==> src/cps_pkg.sv <==
package cps_pkg;

    // Input commands
    typedef enum logic [1:0] {
        CMD_LOAD_SAMPLE = 2'd0,
        CMD_LOAD_WEIGHT = 2'd1,
        CMD_LOAD_BIAS   = 2'd2,
        CMD_COMPUTE     = 2'd3
    } t_cmd;

    // Configuration register indexes
    localparam logic [2:0] REG_IN_CHANNELS  = 3'd0;
    localparam logic [2:0] REG_OUT_CHANNELS = 3'd1;
    localparam logic [2:0] REG_HEIGHT       = 3'd2;
    localparam logic [2:0] REG_WIDTH        = 3'd3;
    localparam logic [2:0] REG_STRIDE_TWO   = 3'd4;
    localparam logic [2:0] REG_SILU_ENABLE  = 3'd5;

    localparam int CFG_W = 7;
    localparam int TAPS  = 9;
    localparam int ACC_W = 48;
    localparam int DIV_W = 53;

    localparam int DEF_MAX_IN_CHANNELS  = 16;
    localparam int DEF_MAX_OUT_CHANNELS = 64;
    localparam int DEF_MAX_HEIGHT       = 64;
    localparam int DEF_MAX_WIDTH        = 64;

    // Controller to datapath commands
    typedef struct packed {
        logic load;      // latch item fields, begin a compute
        logic acc_clr;   // clear accumulator and tap/channel counters
        logic mac_step;  // issue a memory read for current tap, advance
        logic add_bias;  // fold bias into accumulator
        logic div_start; // start SiLU divider
        logic div_step;  // one divider step (setup or one quotient bit)
        logic finish;    // form the result
    } t_dp_cmd;

    // Datapath to controller status
    typedef struct packed {
        logic range_err;
        logic last_tap;
        logic div_done;
        logic silu_en;
        logic zero_ch;
    } t_dp_sts;

endpackage

==> src/cps_ctrl.sv <==
module cps_ctrl (
    input  logic             i_clk,
    input  logic             i_rst_n,
    input  logic             i_start,
    input  logic [1:0]       i_cmd,
    input  cps_pkg::t_dp_sts i_sts,
    output cps_pkg::t_dp_cmd o_cmd,
    output logic             o_busy
);
    import cps_pkg::*;

    typedef enum logic [2:0] {
        S_IDLE, S_CHECK, S_MAC, S_DRAIN, S_BIAS, S_DIV, S_DONE
    } t_state;

    t_state   r_state, n_state;
    logic [1:0] r_drain, n_drain;

    // Step the sequencer
    always_comb begin
        n_state = r_state;
        n_drain = r_drain;
        o_cmd   = '0;
        case (r_state)
            S_IDLE: begin
                if (i_start && (t_cmd'(i_cmd) == CMD_COMPUTE)) begin
                    o_cmd.load = 1'b1;
                    n_state = S_CHECK;
                end
            end
            S_CHECK: begin
                o_cmd.acc_clr = 1'b1;
                if (i_sts.range_err) n_state = S_DONE;
                else if (i_sts.zero_ch) n_state = S_BIAS;
                else n_state = S_MAC;
            end
            S_MAC: begin
                o_cmd.mac_step = 1'b1;
                if (i_sts.last_tap) begin
                    n_state = S_DRAIN;
                    n_drain = 2'd2;
                end
            end
            S_DRAIN: begin
                if (r_drain == 2'd0) n_state = S_BIAS;
                else n_drain = r_drain - 2'd1;
            end
            S_BIAS: begin
                o_cmd.add_bias = 1'b1;
                if (i_sts.silu_en) n_state = S_DIV;
                else n_state = S_DONE;
            end
            S_DIV: begin
                if (i_sts.div_done) n_state = S_DONE;
                else o_cmd.div_step = 1'b1;
            end
            S_DONE: begin
                o_cmd.finish = 1'b1;
                n_state = S_IDLE;
            end
            default: n_state = S_IDLE;
        endcase
        if (r_state == S_BIAS && i_sts.silu_en) o_cmd.div_start = 1'b1;
    end

    always_ff @(posedge i_clk) begin
        if (!i_rst_n) begin
            r_state <= S_IDLE;
            r_drain <= '0;
        end else begin
            r_state <= n_state;
            r_drain <= n_drain;
        end
    end

    assign o_busy = (r_state != S_IDLE);

    a_done_one: assert property (@(posedge i_clk) disable iff (!i_rst_n)
        o_cmd.finish |=> !o_cmd.finish) else $error("finish repeated");
    a_load_idle: assert property (@(posedge i_clk) disable iff (!i_rst_n)
        o_cmd.load |-> !o_busy) else $error("load while busy");
    a_div_silu: assert property (@(posedge i_clk) disable iff (!i_rst_n)
        o_cmd.div_start |-> i_sts.silu_en) else $error("divider without SiLU");

endmodule

==> config.mk <==
export PLATFORM = sky130hd
export DESIGN_NAME = cps_ctrl
export DESIGN_NICKNAME = d
export VERILOG_FILES = /design/src/cps_pkg.sv /design/src/cps_ctrl.sv
export SDC_FILE = /design/constraint.sdc
export NUM_CORES = 1
export LEC_CHECK = 0
export ABC_AREA = 1
export BUFFER_PORTS_ARGS = -buffer_cell sky130_fd_sc_hd__buf_2
export CAP_MARGIN = 20
export CORE_AREA = 5 5 42 44
export DETAILED_ROUTE_END_ITERATION = 16
export DIE_AREA = 0 0 47 49
export GPL_TIMING_DRIVEN = 0
export SLEW_MARGIN = 0
export SYNTH_ARGS = -nofsm -noshare
export SYNTH_HDL_FRONTEND = slang
export SYNTH_SLANG_ARGS = --single-unit
==> constraint.sdc <==
create_clock -name i_clk -period 1.55 [get_ports i_clk]
set_input_delay 0.2325 -clock i_clk [delete_from_list [all_inputs] [get_ports i_clk]]
set_output_delay 0.2325 -clock i_clk [all_outputs]
set_load 0.02 [all_outputs]
==> flow_summary.toml, run 1 <==
[run_status]
status = "completed"

[clock_network]
cts_buffer_depth = 2
cts.sinks = 5
cts_made_buffers = 3
cts_max_level = 1
clk_latency_ps = 240
clk_pin_slew_worst_paths_ps = 50
cts-root-buf = "clkbuf_4"
cts_tree = "yes"

[drt]
wl_um = 916
vias = 447
wl_per_cell_um = 8.980
ant_nets = 0
viasPerCell = 4.382
dr.pass1.iters = 2
drt_iter0_markers = 1
drc = 0

[yosys]
ys_types = 17
synth_mux_area_share_pct = 0
synth_top_area_share_pct = 25.97
ys_seq_elements = 5
syn-num-nets = 76
synth_fa_ha_area_share_pct = 3.247
yosys.area.top_type = "dfxtp_1"
yosys_warnings = 0
synth_area_leaders = "dfxtp_1 (26%), inv_1 (12%), nor2_1 (12%)"
synth_compound_area_share_pct = 11.69
synth_top_family_by_area = "simple AND/OR/NAND/NOR gates"
synth.avg_cell_area_um2 = 5.929
synthSimpleGateAreaFrac_pct = 43.51
synth_cells = 65
ys_seq_area_share_pct = 25.97
synth-xor-area-share_pct = 0
synth.cell_area_um2 = 385.4

[setup_path]
critPathKind = "reg -> out"
max_stage_delay_ps = 380
cp.arrival_ps = 1220
path_delay_family = "flip-flops"
cp-end-kind = "primary output"
path_cells = "inv_2 > nor2_1 > nand3_1 > inv_1 > buf_2"
crit_slowest_cell = "dfxtp_2"
critical_path_required_ps = 1320
path_buf_inv = 3
startpoint_type = "flip-flop"
crit_fanout = 5

[grt]
grt.total_usage_pct = 8.745
first_global_vias = 387
antenna_found_initial = 0
grt_pass1_wl_um = 1490
grt_max_degree = 11
grt_overflow = 0

[floorplanning]
fp.dieW_um = 47
coreArea_mm2 = 0.001401
rows = 14
die_h_um = 49
dieArea_mm2 = 0.002303
io_pins = 18
start_util_pct = 27.50

[layout]
drive_gt1_share_pct = 33.72
final_cells = 102
fillers = 168
nNetsFinal = 98
antennaDiodeCount = 0
syn_to_final_growth_pct = 34.74

[power_and_ir_drop]
p_per_area_mw_per_mm2 = 777.4
ir_drop_uv = 330.3
power_leakage_nw = 0.3083

[flow_run]
drv_cap = 0

[timing]
period_needed_ps = 1450
setup_violations = 0
finClkSkew_ps = 3.461
period_share_pct = 93.57
fin_hold_ws_ps = 262.6
max_clock_freq_mhz = 689.5
worst_pin_slew_ps = 220.1
rsz0062_at_grt = "no"
maxSlewHeadroom_pct = 85.27
hold_violations = 0
maxSlewViolCount = 0
finalSetupTns_ps = 0

[place]
dp.cells = 98
io_buffers = 17
place.gp.congestion = 0.7446
place_hpwl_um = 760.1

[worst_hold_path]
hp-class = "in -> reg"
-- per-layer routing --
metal | global-route usage, % | vias up | wire, um
li1 | - | 248 | -
met1 | 10.82 | 192 | 455
met2 | 12.67 | 7 | 407
met3 | 4.797 | 0 | 53
met4 | 2.765 | 0 | 0
met5 | 0 | - | 0
-- worst register-to-register path: cells and delay by family, from the launching register on --
family	cells	cell delay (ps)
AOI/OAI and AO/OA	2	210
and+or+nand+nor	4	380
DFF	1	310
buffers and inverters	2	200
-- synth_stat cells --
cell type,count
nand3_1,7
ha_1,1
buf_6,1
nand2_1,10
nor2_1,12
nor2_2,1
nand2_2,3
o21ai_2,1
inv_1,12
o21ai_0,2
o21ai_1,1
a21oi_1,3
inv_2,1
nand3b_1,2
nor3_1,2
dfxtp_1,5
a31oi_1,1
-- repair_timing --
action	CTS	global route
buffers inserted	0	0
hold buffers	0	0
setup endpoints to repair	0	2
resized for setup	0	2
-- through the flow --
step           utilization (%)  cell area (um2)  power (mW)  worst slack [ps]
2_1_floorplan                -            385.4      0.2192             299.0
3_3_place_gp             35.00            490.5      0.2543             265.8
3_5_place_dp             35.00            490.5      0.2544             281.9
4_1_cts                  36.88            516.7      0.4130             16.03
5_1_grt                  37.05            519.2      0.4444             4.275
6_report                 37.05            519.2      0.4037             99.66
-- cell families (layout without fill, tap and decap cells) --
| family | count (synthesis) | count (layout) |
|---|---|---|
| adder cells (fa/ha/maj) | 1 | 1 |
| AO/OA/AOI/OAI | 8 | 8 |
| flip-flops | 5 | 5 |
| AND/OR/NAND/NOR | 37 | 37 |
| buffers and inverters | 14 | 35 |
-- worst paths after layout --
| path | from | end | slack (ps) | cells past startpoint |
|---|---|---|---|---|
| worst min-delay path | i_rst_n | r_state[0]$_SDFFE_PN0P_ | 260 | 3 |
| worst min register to register | r_drain[1]$_SDFFE_PN0P_ | r_drain[1]$_SDFFE_PN0P_ | 530 | 2 |
| worst max-delay path | r_state[2]$_SDFFE_PN0P_ | o_cmd[2] | 100 | 5 |
| worst max register to register | r_state[1]$_SDFFE_PN0P_ | r_drain[0]$_SDFFE_PN0P_ | 340 | 8 |
-- layout by cell type (no fill, tap or decap) --
cell / n
dfxtp_1: 3
nand3b_1: 2
nor2_2: 1
nand2_2: 3
clkbuf_1: 1
dfxtp_2: 2
nor2_1: 12
buf_2: 17
o21ai_0: 2
o21ai_2: 1
nand2_1: 10
buf_6: 1
a21oi_1: 3
inv_2: 1
ha_1: 1
nand3_1: 7
nor3_1: 2
a31oi_1: 1
clkbuf_4: 3
inv_1: 12
o21ai_1: 1
-- report_power, final --
part	internal [mW]	switching, mW	total, mW
Sequential	0.137	0.00809	0.145
Combinational	0.0411	0.0664	0.108
Clock	0.0974	0.0540	0.151
Total	0.275	0.129	0.404
-- final cells by class --
type / instances / area, um2 / area share [%]
clock buffers: 4 / 26.28 / 5.060
repair buffers: 17 / 85.08 / 16.39
well taps: 16 / 20.02 / 3.855
multi-input cells: 46 / 225.2 / 43.37
plain buffers: 1 / 11.26 / 2.169
flip-flops and latches: 5 / 102.6 / 19.76
inverters: 13 / 48.80 / 9.398
-- registers in the layout, summed over array words and instances (netlist names) --
name     flops
r_state      3
r_drain      2
Note: power is estimated with default switching activity, not from simulation.
==> run 2, diff against run 1 <==
- ABC_AREA: 1 -> default
==> flow_summary.toml, run 2 <==
[yosys]
synth.avg_cell_area_um2 = 7.788
syn-num-nets = 60
ys_seq_elements = 5
yosys.area.top_type = "dfxtp_1"
synth.cell_area_um2 = 381.6
ys_seq_area_share_pct = 26.23
synth_common_cells = "dfxtp_1 (5), inv_1 (5), nor3_1 (5)"
synth_area_leaders = "dfxtp_1 (26%), nor3_1 (6.6%), inv_1 (4.9%)"
ys_types = 29
yosys_warnings = 0
synth_cells = 49
synth-edff-count = 0
synth_flop_cell = "dfxtp_1"
synth_top_area_share_pct = 26.23
async_flop_share_pct = 0

[layout]
nNetsFinal = 85
syn_to_final_growth_pct = 46.23
antennaDiodeCount = 0
top_register = "r_state"
final_cells = 89
final_design_area_no_fill_um2 = 558.0
final_core_util_pct = 39.82
final_cell_mix = "buf_2 (16), inv_1 (5), nor3_1 (5), buf_4 (4)"
layout_commonest_cell = "buf_2"
reg_top3 = "r_state (3), r_drain (2)"
largest_register_ffs = 3
drive_gt1_share_pct = 41.10

[place]
place.gp.congestion = 0.6618
dp.cells = 82
place_hpwl_um = 759.2
io_buffers = 17
placed_area_um2 = 486.7

[clock_network]
clk_pin_slew_worst_paths_ps = 40
cts.sinks = 5
cts-hold-fix-buffers = 0
cts_made_buffers = 3
cts_tree = "yes"
cts_buffer_depth = 2
cts-root-buf = "clkbuf_4"
cts_max_level = 1
clk_latency_ps = 230

[setup_path]
crit_fanout = 8
path_buf_inv = 2
max_stage_delay_ps = 400
path_cells = "buf_6 > or3_4 > nor2_4 > buf_6"
critical_path_required_ps = 1320
cp.arrival_ps = 1270
startpoint_type = "flip-flop"
path_delay_family = "simple AND/OR/NAND/NOR gates"
crit_top_cell = "buf_6"
critPathKind = "reg -> out"
reg2reg_depth = 5
crit_slowest_cell = "or3_4"
cp-end-kind = "primary output"
r2r_slack_ps = 180
timing.rr.end = "r_drain[1]$_SDFFE_PN0P_"
r2r_start = "r_drain[0]$_SDFFE_PN0P_"

[grt]
grt_max_degree = 13
first_global_vias = 363
grt.total_usage_pct = 9.232
antenna_found_initial = 0
grt_pass1_wl_um = 1538
grt_overflow = 0

[power_and_ir_drop]
p_sw_share_pct = 34.26
switchingPower_uw = 183.0
p_per_area_mw_per_mm2 = 956.9
p_int_uw = 351.0
power_frac_clock_pct = 26.7
power_frac_comb_pct = 43.4
power_leakage_nw = 0.2616
seq_power_share_pct = 29.9
ir_drop_uv = 383.1

[timing]
maxSlewHeadroom_pct = 82.29
max_clock_freq_mhz = 664.5
finClkSkew_ps = 1.454
setup_violations = 0
rsz0062_at_grt = "no"
worst_pin_slew_ps = 264.8
period_share_pct = 97.09
maxSlewViolCount = 0
fin_hold_ws_ps = 295.1
hold_violations = 0
period_needed_ps = 1505

[floorplanning]
fp.dieW_um = 47
dieArea_mm2 = 0.002303
io_pins = 18
start_util_pct = 27.23
rows = 14
die_h_um = 49
coreArea_mm2 = 0.001401

[drt]
ant_nets = 0
wl_per_cell_um = 11.24
wl_um = 1000
viasPerCell = 4.753
drc = 0
drt_iter0_markers = 5
dr.pass1.iters = 3
vias = 423

[worst_hold_path]
hp-class = "in -> reg"
min_delay_worst_endpoint = "r_state[2]$_SDFFE_PN0P_"
hold_path.startpoint = "i_rst_n"
min_path_cells = 2

[flow_run]
drv_cap = 0

[run_status]
status = "completed"
==> run 2: cell count changes in the layout (fill, tap and decap cells not counted), sizes merged, moves of 5 or more <==
cell	change
nor2	-9
nand3	-5
inv	-8
nand2	-10
buf	+5
==> run 2: logic make-up (layout without fill, tap and decap cells) <==
kind of cell / after synthesis / in the layout / share of synthesized area [%]
simple gates: 23 / 23 / 35.74
compound gates: 12 / 12 / 23.60
buf+inv: 8 / 32 / 11.15
flops: 5 / 5 / 26.23
fa+ha+maj: 1 / 1 / 3.278
==> run 2: layout make-up <==
| class | count | area, um2 |
|---|---|---|
| flip-flops and latches | 5 | 105.1 |
| fillers | 158 | 843.3 |
| plain buffers | 2 | 22.52 |
| repair buffers | 21 | 121.4 |
| multi-input cells | 36 | 244.0 |
| inverters | 5 | 18.77 |
| well taps | 16 | 20.02 |
| clock buffers | 4 | 26.28 |
==> run 2: repair_timing <==
| item | CTS | global route |
|---|---|---|
| buffers inserted | 0 | 4 |
| endpoints found under the setup margin | 1 | 2 |
| pin swaps | 0 | 2 |
| gates resized for setup | 2 | 5 |
| endpoints found under the hold margin | 0 | 0 |
==> run 2: worst max-delay path by stage <==
| stage | startpoint | endpoint | slack [ps] | depth (start not counted) |
|---|---|---|---|---|
| 3_3_place_gp | r_drain[0]$_SDFFE_PN0P_ | r_drain[1]$_SDFFE_PN0P_ | 200 | 5 |
| 5_1_grt | r_state[0]$_SDFFE_PN0P_ | o_cmd[6] | 0.8 | 4 |
| 6_report | r_state[0]$_SDFFE_PN0P_ | o_cmd[6] | 50 | 4 |
| 4_1_cts | r_state[2]$_SDFFE_PN0P_ | o_cmd[6] | -10 | 4 |
| 3_5_place_dp | r_drain[0]$_SDFFE_PN0P_ | r_drain[1]$_SDFFE_PN0P_ | 190 | 5 |
| 2_1_floorplan | r_state[2]$_SDFFE_PN0P_ | o_cmd[6] | 220 | 3 |
==> run 2: per-layer routing <==
metal | GRT usage (%) | up-vias | routed length [um]
li1 | - | 228 | -
met2 | 10.41 | 12 | 420
met3 | 2.583 | 0 | 90
met5 | 0 | - | 0
met4 | 6.912 | 0 | 0
met1 | 13.88 | 183 | 489
==> run 2: power groups by stage <==
stage / sequential, mW / combinational (mW) / clock [mW]
floorplan: 0.151 / 0.150 / 0
global placement: 0.152 / 0.206 / 0
detailed placement: 0.152 / 0.208 / 0
CTS: 0.158 / 0.199 / 0.154
global route: 0.161 / 0.254 / 0.159
finish: 0.160 / 0.232 / 0.143
==> run 2: through the flow <==
stage          worst slack (ps)  total power [mW]  setup TNS, ps
2_1_floorplan             222.5            0.3010              0
3_3_place_gp              204.9            0.3581              0
3_5_place_dp              191.6            0.3597              0
4_1_cts                  -14.72            0.5106         -14.72
5_1_grt                  0.8037            0.5742              0
6_report                  45.09            0.5340              0
==> run 3, diff against run 2 <==
- MAX_ROUTING_LAYER: default -> met4
==> flow_summary.toml, run 3 (synthesized netlist as in run 2, its figures left out) <==
[run_status]
status = "completed"

[place]
place_hpwl_um = 759.2
placed_area_um2 = 486.7
io_buffers = 17
place.gp.congestion = 0.6681

[drt]
route.met2.wl_um = 420
routed.top_layer = "met3"
drc = 0
wl_um = 1000
drt_iter0_markers = 5
wl_met1_um = 503
wl_per_cell_um = 11.24
wl_met3_um = 76
viasPerCell = 4.753
vias = 423
ant_nets = 0
dr.pass1.iters = 3

[setup_path]
cp-end-kind = "primary output"
critPathKind = "reg -> out"
crit_fanout = 8
startpoint_type = "flip-flop"
cp.arrival_ps = 1270
critical_path_required_ps = 1320

[power_and_ir_drop]
power_frac_comb_pct = 43.4
ir_drop_uv = 383.3
p_sw_share_pct = 34.27
power_leakage_nw = 0.2616
p_int_uw = 351.0
power_frac_clock_pct = 26.7
p_total_uw = 534.1
switchingPower_uw = 183.0
seq_power_share_pct = 29.9
p_per_area_mw_per_mm2 = 957.1

[timing]
fin_hold_ws_ps = 295.0
period_needed_ps = 1505
period_share_pct = 97.10
setup_violations = 0
finClkSkew_ps = 1.453
rsz0062_at_grt = "no"
maxSlewHeadroom_pct = 82.29
hold_violations = 0
maxSlewViolCount = 0
worst_pin_slew_ps = 264.8
max_clock_freq_mhz = 664.4

[clock_network]
cts_max_level = 1
clk_pin_slew_worst_paths_ps = 40
cts-root-buf = "clkbuf_4"
cts-hold-fix-buffers = 0
cts.sinks = 5
cts_buffer_depth = 2
cts_made_buffers = 3
cts_tree = "yes"
clk_latency_ps = 230

[floorplanning]
dieArea_mm2 = 0.002303
rows = 14
die_h_um = 49
io_pins = 18
start_util_pct = 27.23
fp.dieW_um = 47
coreArea_mm2 = 0.001401

[grt]
antenna_found_initial = 0
grt.total_usage_pct = 9.465
first_global_vias = 363
grt_overflow = 0
grt_max_degree = 13
grt_pass1_wl_um = 1538

[layout]
antennaDiodeCount = 0
layout_commonest_cell = "buf_2"
drive_gt1_share_pct = 41.10
syn_to_final_growth_pct = 46.23
final_cell_mix = "buf_2 (16), inv_1 (5), nor3_1 (5), buf_4 (4)"
nNetsFinal = 85
final_design_area_no_fill_um2 = 558.0
fillers = 158
reg_top3 = "r_state (3), r_drain (2)"
top_register = "r_state"
largest_register_ffs = 3
final_core_util_pct = 39.82

[flow_run]
drv_cap = 0

[worst_hold_path]
hp-class = "in -> reg"
==> run 3: cell counts in the layout (fill, tap and decap cells not counted) <==
No cell type changed its count.
==> run 3: stage by stage <==
step	TNS [ps]	setup slack [ps]	instances
6_report	0	44.96	89
5_1_grt	0	0.8037	89
4_1_cts	-14.72	-14.72	85
3_5_place_dp	0	191.6	82
3_3_place_gp	0	204.9	82
2_1_floorplan	0	222.5	49
==> run 3: worst max-delay path, cell delays in order, from the launching register on <==
cell     delay [ps]
dfxtp_2         310
buf_6           120
or3_4           400
nor2_4           90
buf_6           120
==> run 3: path summary, 6_finish.rpt <==
check / startpoint / endpoint / slack [ps] / cells after the start
max: r_state[0]$_SDFFE_PN0P_ / o_cmd[6] / 40 / 4
min: i_rst_n / r_state[2]$_SDFFE_PN0P_ / 300 / 2
max reg2reg: r_drain[0]$_SDFFE_PN0P_ / r_drain[1]$_SDFFE_PN0P_ / 180 / 5
min reg2reg: r_drain[0]$_SDFFE_PN0P_ / r_drain[0]$_SDFFE_PN0P_ / 510 / 2
==> run 3: final cells by class <==
| class | instances | area (um2) | area share (%) |
|---|---|---|---|
| Multi-Input combinational cell | 36 | 244.0 | 43.72 |
| Timing Repair Buffer | 21 | 121.4 | 21.75 |
| Sequential cell | 5 | 105.1 | 18.83 |
| Clock buffer | 4 | 26.28 | 4.709 |
| Buffer | 2 | 22.52 | 4.036 |
| Tap cell | 16 | 20.02 | 3.587 |
| Inverter | 5 | 18.77 | 3.363 |
==> run 3: routing by layer <==
layer	track usage, %	vias to the layer above
met4	6.912	0
met2	10.41	12
met3	1.845	0
li1	-	228
met5	-	-
met1	14.32	183
==> run 3: power by group through the flow <==
stage               combinational (mW)  sequential, mW  clock, mW
finish                           0.232           0.160      0.143
detailed placement               0.208           0.152          0
global placement                 0.206           0.152          0
floorplan                        0.150           0.151          0
CTS                              0.199           0.158      0.154
global route                     0.254           0.161      0.159
==> run 3: timing repair <==
action | in CTS | in global routing
setup endpoints to repair | 1 | 2
resized for setup | 2 | 5
pin swaps | 0 | 2
buffers inserted | 0 | 4
